$ cat config.mk
export PLATFORM = sky130hd
export DESIGN_NAME = psd_cmp
export DESIGN_NICKNAME = d
export VERILOG_FILES = /design/src/rtl/psd_pkg.sv /design/src/rtl/psd_cmp.sv
export SDC_FILE = /design/constraint.sdc
export NUM_CORES = 1
export LEC_CHECK = 0
export BUFFER_PORTS_ARGS = -buffer_cell sky130_fd_sc_hd__buf_2
export CAP_MARGIN = 5
export CORE_AREA = 2 2 39 41
export DETAILED_ROUTE_END_ITERATION = 8
export DIE_AREA = 0 0 41 43
export PLACE_DENSITY = 0.67
export SETUP_SLACK_MARGIN = 0.4
export SYNTH_ARGS = -nofsm -noshare
export SYNTH_HDL_FRONTEND = slang
export SYNTH_SLANG_ARGS = --single-unit
$ cat constraint.sdc
create_clock -name vclk -period 1.8
set_clock_uncertainty 0.05 [all_clocks]
set_input_delay 0.27 -clock vclk [all_inputs]
set_output_delay 0.27 -clock vclk [all_outputs]
set_load 0.05 [all_outputs]
$ cat src/rtl/psd_pkg.sv
// Package for the preorder span tree decoder.
// Holds the sizing constants, status codes and the shared types.
// No dependencies.
package psd_pkg;

	localparam int MAX_ENTRIES = 4096;
	localparam int IDX_W       = $clog2(MAX_ENTRIES);
	localparam int SPAN_W      = IDX_W + 1;
	localparam int DEPTH_W     = IDX_W + 1;
	localparam int LEN_W       = 13;
	localparam int CNT_W       = 12;
	localparam int STAT_W      = 2;

	localparam logic [STAT_W-1:0] ST_OK    = 2'd0;
	localparam logic [STAT_W-1:0] ST_ROOT  = 2'd1;
	localparam logic [STAT_W-1:0] ST_OVF   = 2'd2;
	localparam logic [STAT_W-1:0] ST_CROSS = 2'd3;

	typedef struct packed {
		logic [IDX_W-1:0]  idx;
		logic [SPAN_W-1:0] span;
	} stack_entry_t;

	localparam int ENTRY_W = $bits(stack_entry_t);

	typedef struct packed {
		logic gt;
		logic eq;
	} cmp_res_t;

endpackage

$ cat src/rtl/psd_cmp.sv
// Shared magnitude comparator used by the root, pop, overflow and crossing steps of the sequencer.
// Depends on psd_pkg.
module psd_cmp (
	input  logic [psd_pkg::SPAN_W-1:0] a,
	input  logic [psd_pkg::SPAN_W-1:0] b,
	output psd_pkg::cmp_res_t          res
);

	logic [psd_pkg::SPAN_W:0] diff;

	// A borrow out of b - a means a is greater than b.
	assign diff   = {1'b0, b} - {1'b0, a};
	assign res.gt = diff[psd_pkg::SPAN_W];
	assign res.eq = (a == b);

endmodule

==> flow_summary.ini <==
[setup_path]
crit_top_cell = buf_6
endpoint_kind = output pin
critPathSlowestCell = nor4_4
arrival_ns = 1.44
crit_fanout = 3
setup.worst_path.class = input pin to output pin
critPathTopFamily = buffers and inverters
path_buf_inv = 3
cp.required_ns = 1.48
worstSetupStartpointType = input pin
worstPathCellList = buf_6, ha_4, nand4_1, buf_4, nor4_4, buf_6
max_stage_delay_ns = 0.28

[routing]
drtAntennaViolNets = 0
vias_per_cell = 4.47
remaining_drc_errors = 0
totalWireLength_um = 968
wire_per_inst_um = 10.4
drtIter0Drc = 0
firstDrtPassIters = 1
vias = 416

[placed_design]
io_buffer_count = 28
dp.cells = 91
place_hpwl_um = 749
gp_congestion = 0.574

[logic_synthesis]
yosysTopAreaCellShare_pct = 49.4
synth_compound_area_share_pct = 17.5
syn_area_um2 = 329
synthTopCellsByArea = ha_1, inv_1, a21oi_1, nand4_1, nand3_1
ys_seq_area_share_pct = 0
synth_xor_area_share_pct = 0
synth_adder_area_share_pct = 49.4
synth_nets = 85
synth_top_family_by_area = adder cells
yosysWarnings = 0
synthSimpleGateAreaFrac_pct = 17.1
ys_types = 14
synth_area_leader_cell = ha_1
synthMuxAreaShare_pct = 0
avgSynthCellArea_um2 = 7.15
synthCells = 46

[timing]
drv_slew = 0
rsz0062_at_grt = yes
setup_viol = 0
worst-slew-pin-transition_ns = 0.325
finalCriticalPeriod_ns = 1.76
slew_headroom_pct = 78.1
hold_viol_final = 0
fin_crit_sh_pct = 97.7
max_freq_mhz = 569

[flow_run]
drv_cap = 0

[floorplan]
fp.coreArea_um2 = 1380
rows = 14
die_area_um2 = 1760
die_w_um = 41
start_util_pct = 23.8
fp.dieH_um = 43
pin_count = 28

[pwr]
peakVddDrop_uv = 125
total_power_w = 0.000172
power_density_nw_per_um2 = 225
p_leak_nw = 0.373

[grt]
antenna_found_initial = 0
grt_use_total_pct = 10.4
globalRouteOverflowTotal = 0
grt_pass1_vias = 367
grt_pass1_wl_mm = 1.36
grt_max_degree = 4

[finish]
diodes = 0
multi_input_area_um2 = 398
syn2layout_area_growth_pct = 133
n_clock_buffer = 0
layout-drive-gt1-share_pct = 64.9
final_cells = 93
seq_cells = 0
nFillCells = 134
seq_area_um2 = 0
nNetsFinal = 118

[min_path]
hold_path_depth = 6
hp-class = input pin to output pin
whs_endpoint = res[1]
min_from = b[12]

[clocking]
ctsHoldBuffers = 0

[run_status]
outcome = complete, no violations
-- logic make-up after synthesis --
family                   after synthesis
adder cells (fa/ha/maj)               13
AND/OR/NAND/NOR                       10
AO/OA/AOI/OAI                          9
buffers and inverters                 14
-- through the flow --
step                      cell area, um2  setup slack, ns  utilization [%]  hold slack [ns]  setup TNS [ns]
after global placement               586          -0.0173             42.3             1.11         -0.0173
after global routing                 766         -0.00897             55.3             1.07        -0.00897
final                                766           0.0413             55.3             1.04               0
after CTS                            661           0.0657             47.7             1.04               0
after floorplan                      418           0.0415                -            0.831               0
after detailed placement             586          -0.0252             42.3             1.12         -0.0456
-- layout make-up --
type,instances,area share [%]
tap,16,2.61
timing repair buffer,31,36.9
multi-input combinational,32,52.0
inverter,14,8.50
-- cell usage in the layout, fill, tap and decap left out --
| cell type | netlist | layout |
|---|---|---|
| buf_6 | 0 | 16 |
| buf_2 | 0 | 10 |
| ha_4 | 0 | 8 |
| inv_1 | 14 | 6 |
| inv_4 | 0 | 5 |
| ha_1 | 13 | 5 |
| a21oi_1 | 4 | 4 |
| inv_2 | 0 | 3 |
| nand4_1 | 3 | 3 |
| buf_4 | 0 | 3 |
| nand3_1 | 2 | 2 |
| nor2_1 | 2 | 2 |
| buf_8 | 0 | 2 |
| nand2_1 | 1 | 1 |
| o21ai_0 | 1 | 1 |
| a21oi_2 | 1 | 1 |
| a21boi_1 | 1 | 1 |
| o31a_1 | 1 | 1 |
| a21o_1 | 1 | 1 |
| nor3_4 | 0 | 1 |
| nor4_4 | 0 | 1 |
-- repair_timing --
| action | in CTS | in global routing |
|---|---|---|
| buffers inserted | 0 | 2 |
| endpoints found under the setup margin | 2 | 2 |
| pin swaps | 7 | 9 |
| gates resized for setup | 14 | 17 |
-- cells in the mapped netlist --
cell type and count:
o31a_1 1, nand3_1 2, inv_1 14, nor2_1 2
a21oi_2 1, nand4_1 3, a21o_1 1, o21ai_0 1
a21boi_1 1, nor4_1 1, nor3_2 1, ha_1 13
nand2_1 1, a21oi_1 4
-- worst max path at each step --
stage / slack, ns / depth (start not counted) / startpoint / endpoint
2_1_floorplan: 0.04 / 5 / b[3] / res[1]
3_5_place_dp: -0.03 / 7 / b[3] / res[1]
4_1_cts: 0.07 / 8 / a[12] / res[1]
3_3_place_gp: -0.02 / 7 / b[3] / res[1]
5_1_grt: -0.009 / 7 / a[11] / res[0]
6_report: 0.04 / 6 / b[11] / res[0]
-- per-layer routing --
metal  up-vias  routed length (um)  GRT usage, %
li1        220                   -             -
met1       182                 325          13.0
met2        14                 586          19.7
met3         0                  57             0
met4         0                   0             0
met5         -                   0             0
-- power breakdown --
group          internal (W)  switching (W)
Sequential                0              0
Combinational     0.0000997      0.0000724
Clock                     0              0
(Power assumes the default switching activity.)
