==> src/rtl/psd_ram.sv <==
// Generic single-port-write, single-port-read RAM with a registered read.
// Used for the ancestor stack. No dependencies.
module psd_ram #(
	parameter int WIDTH = 8,
	parameter int DEPTH = 16
) (
	input  logic                     clk,
	input  logic                     we,
	input  logic [$clog2(DEPTH)-1:0] waddr,
	input  logic [WIDTH-1:0]         wdata,
	input  logic [$clog2(DEPTH)-1:0] raddr,
	output logic [WIDTH-1:0]         rdata
);

	logic [WIDTH-1:0] mem [DEPTH];

	always_ff @(posedge clk) begin
		if (we) begin
			mem[waddr] <= wdata;
		end
		rdata <= mem[raddr];
	end

endmodule

==> config.mk <==
export PLATFORM = sky130hd
export DESIGN_NAME = psd_ram
export DESIGN_NICKNAME = d
export VERILOG_FILES = /design/src/rtl/psd_ram.sv
export SDC_FILE = /design/constraint.sdc
export NUM_CORES = 1
export LEC_CHECK = 0
export BUFFER_PORTS_ARGS = -buffer_cell sky130_fd_sc_hd__buf_2
export CORE_MARGIN = 4
export CORE_UTILIZATION = 55
export DETAILED_ROUTE_END_ITERATION = 7
export PLACE_DENSITY = 0.76
export SYNTH_ARGS = -nofsm -noshare
export SYNTH_HDL_FRONTEND = slang
export SYNTH_SLANG_ARGS = --single-unit
==> constraint.sdc <==
create_clock -name clk -period 2.37 [get_ports clk]
set_input_delay 0.237 -clock clk [delete_from_list [all_inputs] [get_ports clk]]
set_output_delay 0.237 -clock clk [all_outputs]
set_load 0.1 [all_outputs]
==> impl_metrics.csv, run 1 <==
group,metric,value,unit
timing,hold_violations,0,
setup_path,path_cells,"buf_2",
floorplan,dieWidth,105,um
synthesis,ys_async_sr_fraction,0,
synthesis,synthFlopType,"edfxtp_1",
timing,setup_slack,872,ps
floorplan,pin_count,26,
synthesis,netlist_area,0.00515,mm^2
setup_path,cp.required,2130,ps
synthesis,yosysUniqueCellTypes,19,
job,maxCapViolCount,0,
timing,fmax,668,MHz
drt,drt_iter0_drc,216,
finish,fin_nets,298,
min_path,holdCritPathClass,"input pin to flop",
pwr,irDropWorstVdd,0.000489,V
clocking,postCtsSetupBuffers,0,
clocking,clkLatencyLatePin,500,ps
synthesis,synth_area_per_cell,22.5,um^2
setup_path,crit_slowest_cell,"buf_2",
floorplan,rows,35,
global_route,antenna_found_initial,0,
timing,slew_viol_final,0,
floorplan,start_util,0.560,
clocking,cts_max_level,4,
synthesis,synthCells,229,
drt,wl_per_cell,24.2,um
setup_path,r2r-start,"mem[0][2]$_DFFE_PP_",
global_route,grt_usage,0.194,
timing,setup_viol,0,
setup_path,path_class,"flop to primary output",
setup_path,end_kind,"primary output",
clocking,ctsRootBufferMaster,"clkbuf_8",
synthesis,synth.most_common_cell,"edfxtp_1",
timing,tns,0,ps
setup_path,max_stage_delay,420,ps
setup_path,crit_fanout,1,
clocking,path_clk_slew,60,ps
place,place_ws,554,ps
clocking,cts_buffers,17,
timing,fin_crit_sh,0.632,
min_path,hp-start,"wdata[1]",
clocking,cts_resized,0,
timing,rsz0062_at_grt,"no",
synthesis,synth_edf_count,128,
synthesis,yosysTopAreaCellShare,0.747,
finish,drive_above_1_share,0.317,
floorplan,core_area,0.00920,mm^2
global_route,grt_pass1_wl,15.6,mm
place,gp_congestion,0.771,
timing,worstMarginPinSlew,688,ps
drt,vias,2442,
synthesis,synth_area_leader_cell,"edfxtp_1",
finish,fill_cells,597,
pwr,p_leak,2.07,nW
drt,dr.pass1.iters,4,
clocking,cts_tree,"yes",
timing,max-slew-margin-rel,0.539,
setup_path,cpLargestDelayFamily,"buffers and inverters",
setup_path,worstPathArrival,1260,ps
synthesis,synth_fp_nets,247,
synthesis,yosys-top-cells-count,"edfxtp_1, mux4_2, a22oi_1",
finish,multi_input_area,0.00106,mm^2
setup_path,start_kind,"flop",
clocking,clock_path_buffers,2,
setup_path,crit_start,"rdata[7]$_DFF_P_",
floorplan,fp.dieH,105,um
synthesis,synth-seq-cells,136,
global_route,grt_max_degree,33,
place,dp_hpwl,6.15,mm
place,portBuffers,25,
global_route,grt.overflow.total,0,
status,status,"complete, no violations",
clocking,cts.sinks,136,
synthesis,seq_area_frac_synth,0.778,
pwr,p_per_area,928,mW/mm^2
global_route,grt_pass1_vias,2598,
setup_path,regToRegSetupSlack,980,ps
finish,diodes,0,
clocking,cts_hold_buf,0,
synthesis,ys_warn_count,0,
timing,fin_crit,1500,ps
drt,ant_nets,0,
synthesis,synthTopCellsByArea,"edfxtp_1, mux4_2, mux4_1",
setup_path,timing.critical_path.buf_inv,1,
drt,drcViolationCount,0,
floorplan,dieArea,0.0110,mm^2
timing,fin_worst_skew,9.11,ps
finish,area_growth,17.9,%
finish,ff_latch_area,0.00400,mm^2
drt,routed_wirelength,9.77,mm
drt,routed_via_density,6.04,
flip-flops by register name (all words and copies together) (netlist names):
| name | cells |
|---|---|
| rdata | 8 |
| mem | 128 |
cell type report:
class / instances / share of cell area
repair buffers: 42 / 0.0458
well taps: 111 / 0.0229
clock buffers: 18 / 0.0705
multi-input cells: 83 / 0.174
flip-flops and latches: 136 / 0.660
clock inverters: 14 / 0.0268
cell usage in the layout, fill, tap and decap left out, types with 6 or more instances in the layout:
| cell type | netlist | final |
|---|---|---|
| edfxtp_1 | 128 | 128 |
| buf_2 | 3 | 25 |
| mux4_2 | 18 | 18 |
| a22oi_1 | 16 | 16 |
| clkbuf_16 | 0 | 16 |
| buf_4 | 1 | 15 |
| mux4_1 | 14 | 14 |
| nor2_1 | 13 | 13 |
| nand2_1 | 9 | 9 |
| dfxtp_1 | 8 | 8 |
| inv_6 | 0 | 6 |
final timing paths:
check / end / cells after the start
max: rdata[7] / 1
min: mem[7][1]$_DFFE_PP_ / 1
max reg2reg: rdata[2]$_DFF_P_ / 3
min reg2reg: rdata[4]$_DFF_P_ / 3
per-stage QoR:
stage / hold slack [ps] / power (mW) / instances / instance area, um^2 / utilization
finish: 120 / 5.63 / 404 / 6070 / 0.660
CTS: 105 / 5.66 / 404 / 6070 / 0.660
floorplan: 336 / 3.00 / 229 / 5150 / -
detailed placement: 630 / 3.12 / 372 / 5480 / 0.596
global route: 110 / 5.82 / 404 / 6070 / 0.660
global placement: 615 / 3.10 / 372 / 5480 / 0.596
worst reg2reg max path: stages, from the launching register on:
cell      delay, ps
edfxtp_1        360
mux4_1          500
a22oi_1         280
nand2_1         120
power breakdown:
part	internal (mW)	switching, mW	total [mW]
registers	2.69	0.0135	2.70
clock network	1.55	1.02	2.57
logic	0.107	0.257	0.363
total	4.35	1.29	5.63
kinds of logic after synthesis:
kind of cell,synth area share
flops,0.778
simple gates,0.0318
mux,0.150
compound gates,0.0233
buf+inv,0.0168
layer usage:
layer / routed length, um / track usage
met1: 4050 / 0.276
met2: 4910 / 0.301
met3: 689 / 0.0408
met4: 113 / 0.0712
met5: 0 / 0
(Power assumes the default switching activity.)
==> inputs of run 2 (changes only) <==
==> constraint.sdc (replaced) <==
create_clock -name clk -period 1.38 [get_ports clk]
set_input_delay 0.138 -clock clk [delete_from_list [all_inputs] [get_ports clk]]
set_output_delay 0.138 -clock clk [all_outputs]
set_load 0.1 [all_outputs]
==> run 2 against run 1 <==
  * Combinational power rose by 87%
  * Register-to-register slack lost 930 ps
  * Die area did not move
  * Setup slack worse by 820 ps
==> impl_metrics.csv, run 2 (same netlist as run 1, synthesis figures left out) <==
group,metric,value,unit
place,gp_congestion,0.729,
drt,drt_iter0_drc,184,
timing,slew_viol_final,0,
pwr,p_per_area,1600,mW/mm^2
pwr,swShare,0.212,
setup_path,cp.required,1240,ps
setup_path,worstPathArrival,1190,ps
clocking,cts_buffers,17,
pwr,power_switching,2.15,mW
setup_path,cpLargestDelayFamily,"flip-flops",
clocking,cts.sinks,136,
setup_path,crit_fanout,1,
finish,stdcell_count,420,
job,maxCapViolCount,0,
timing,setup_viol,0,
place,dpl.cell_count,381,
pwr,irDropWorstVdd,0.000854,V
timing,fin_crit_sh,0.965,
finish,fin_nets,314,
setup_path,timing.rr.end,"rdata[1]$_DFF_P_",
setup_path,ff2ff_path_depth,3,
drt,vias,2506,
place,dp_hpwl,6.12,mm
timing,fin_crit,1330,ps
setup_path,cp_num_cells,1,
setup_path,path_cells,"buf_4",
setup_path,start_kind,"flop",
finish,drive_above_1_share,0.337,
finish,diodes,0,
clocking,clkLatencyLatePin,520,ps
clocking,cts_max_level,4,
clocking,cts_tree,"yes",
finish,mostFrequentLayoutCell,"edfxtp_1",
pwr,power_frac_comb,0.067,
pwr,p_clk_frac,0.474,
setup_path,timing.critical_path.buf_inv,1,
finish,fill_cells,574,
pwr,p_leak,2.19,nW
finish,area_growth,22.7,%
timing,hold_violations,0,
pwr,power.internal,7.97,mW
global_route,grt.overflow.total,0,
timing,fin_worst_skew,7.11,ps
floorplan,dieArea,0.0110,mm^2
drt,routed_wirelength,9.89,mm
timing,holdWs,46.3,ps
clocking,ctsRootBufferMaster,"clkbuf_8",
floorplan,dieWidth,105,um
finish,largest_reg_flops,128,
floorplan,pin_count,26,
status,status,"complete, no violations",
global_route,antenna_found_initial,0,
drt,dr.pass1.iters,4,
floorplan,core_area,0.00920,mm^2
floorplan,fp.dieH,105,um
setup_path,max_stage_delay,370,ps
place,portBuffers,25,
timing,worstMarginPinSlew,770,ps
finish,mostFrequentLayoutCells,"edfxtp_1, buf_4, mux4_2",
finish,postLayoutCoreUtil,0.687,
drt,ant_nets,0,
clocking,clock_path_buffers,2,
finish,top_regs,"mem (128), rdata (8)",
pwr,pwr-share-seq,0.459,
floorplan,start_util,0.560,
floorplan,rows,35,
setup_path,path_class,"flop to primary output",
min_path,holdCritPathClass,"input pin to flop",
global_route,grt_pass1_vias,2696,
pwr,p_total,10.1,mW
setup_path,r2r-start,"mem[5][1]$_DFFE_PP_",
setup_path,regToRegSetupSlack,50,ps
setup_path,crit_slowest_cell,"dfxtp_1",
setup_path,crit_start,"rdata[6]$_DFF_P_",
timing,fmax,751,MHz
clocking,path_clk_slew,60,ps
setup_path,crit_end,"rdata[6]",
timing,max-slew-margin-rel,0.486,
global_route,grt_max_degree,23,
drt,routed_via_density,5.97,
drt,wl_per_cell,23.6,um
finish,regMostFlops,"mem",
global_route,grt_pass1_wl,15.5,mm
global_route,grt_usage,0.198,
setup_path,end_kind,"primary output",
timing,rsz0062_at_grt,"no",
drt,drcViolationCount,0,
## run 2: power by group through the flow
stage,registers [mW],logic (mW),clock network (mW)
2_1_floorplan,4.92,0.235,0
3_3_place_gp,4.73,0.630,0
3_5_place_dp,4.73,0.644,0
4_1_cts,4.65,0.680,4.87
5_1_grt,4.66,0.719,5.07
6_report,4.65,0.679,4.80
## run 2: metal layers
metal / up-vias / track usage / share of wire
met3: 14 / 0.0618 / 0.053
li1: 1105 / - / -
met2: 97 / 0.316 / 0.52
met1: 1290 / 0.258 / 0.41
met4: 0 / 0.0769 / 0.018
met5: - / 0 / 0
## run 2: how the worst min path moves through the flow
stage | to | cells past startpoint | slack (ps) | startpoint
6_report | mem[8][0]$_DFFE_PP_ | 1 | 50 | wdata[0]
5_1_grt | mem[8][0]$_DFFE_PP_ | 1 | 30 | wdata[0]
4_1_cts | mem[8][0]$_DFFE_PP_ | 1 | 20 | wdata[0]
3_5_place_dp | mem[5][3]$_DFFE_PP_ | 1 | 530 | wdata[3]
3_3_place_gp | mem[4][3]$_DFFE_PP_ | 1 | 520 | wdata[3]
2_1_floorplan | mem[0][0]$_DFFE_PP_ | 0 | 240 | wdata[0]
## run 2: metrics by stage
stage | area [um^2] | setup TNS [ps] | setup WS (ps)
2_1_floorplan | 5150 | -639 | -24.1
3_3_place_gp | 5580 | -936 | -161
3_5_place_dp | 5580 | -1180 | -169
4_1_cts | 6310 | 0 | 3.54
5_1_grt | 6320 | 0 | 8.02
6_report | 6320 | 0 | 47.8
## run 2: area by class of cell
cell class / instances / area, um^2 / share of cell area
Timing Repair Buffer: 58 / 460 / 0.0729
Clock buffer: 17 / 414 / 0.0656
Multi-Input combinational cell: 83 / 1070 / 0.170
Clock inverter: 15 / 226 / 0.0359
Tap cell: 111 / 139 / 0.0220
Sequential cell: 136 / 4000 / 0.634
## run 2: repair_timing
action | CTS | global route
pin swaps | 0 | 0
setup buffers | 0 | 0
resized for setup | 8 | 2
setup endpoints to repair | 8 | 2
hold buffers | 7 | 0
hold endpoints to repair | 100 | 0
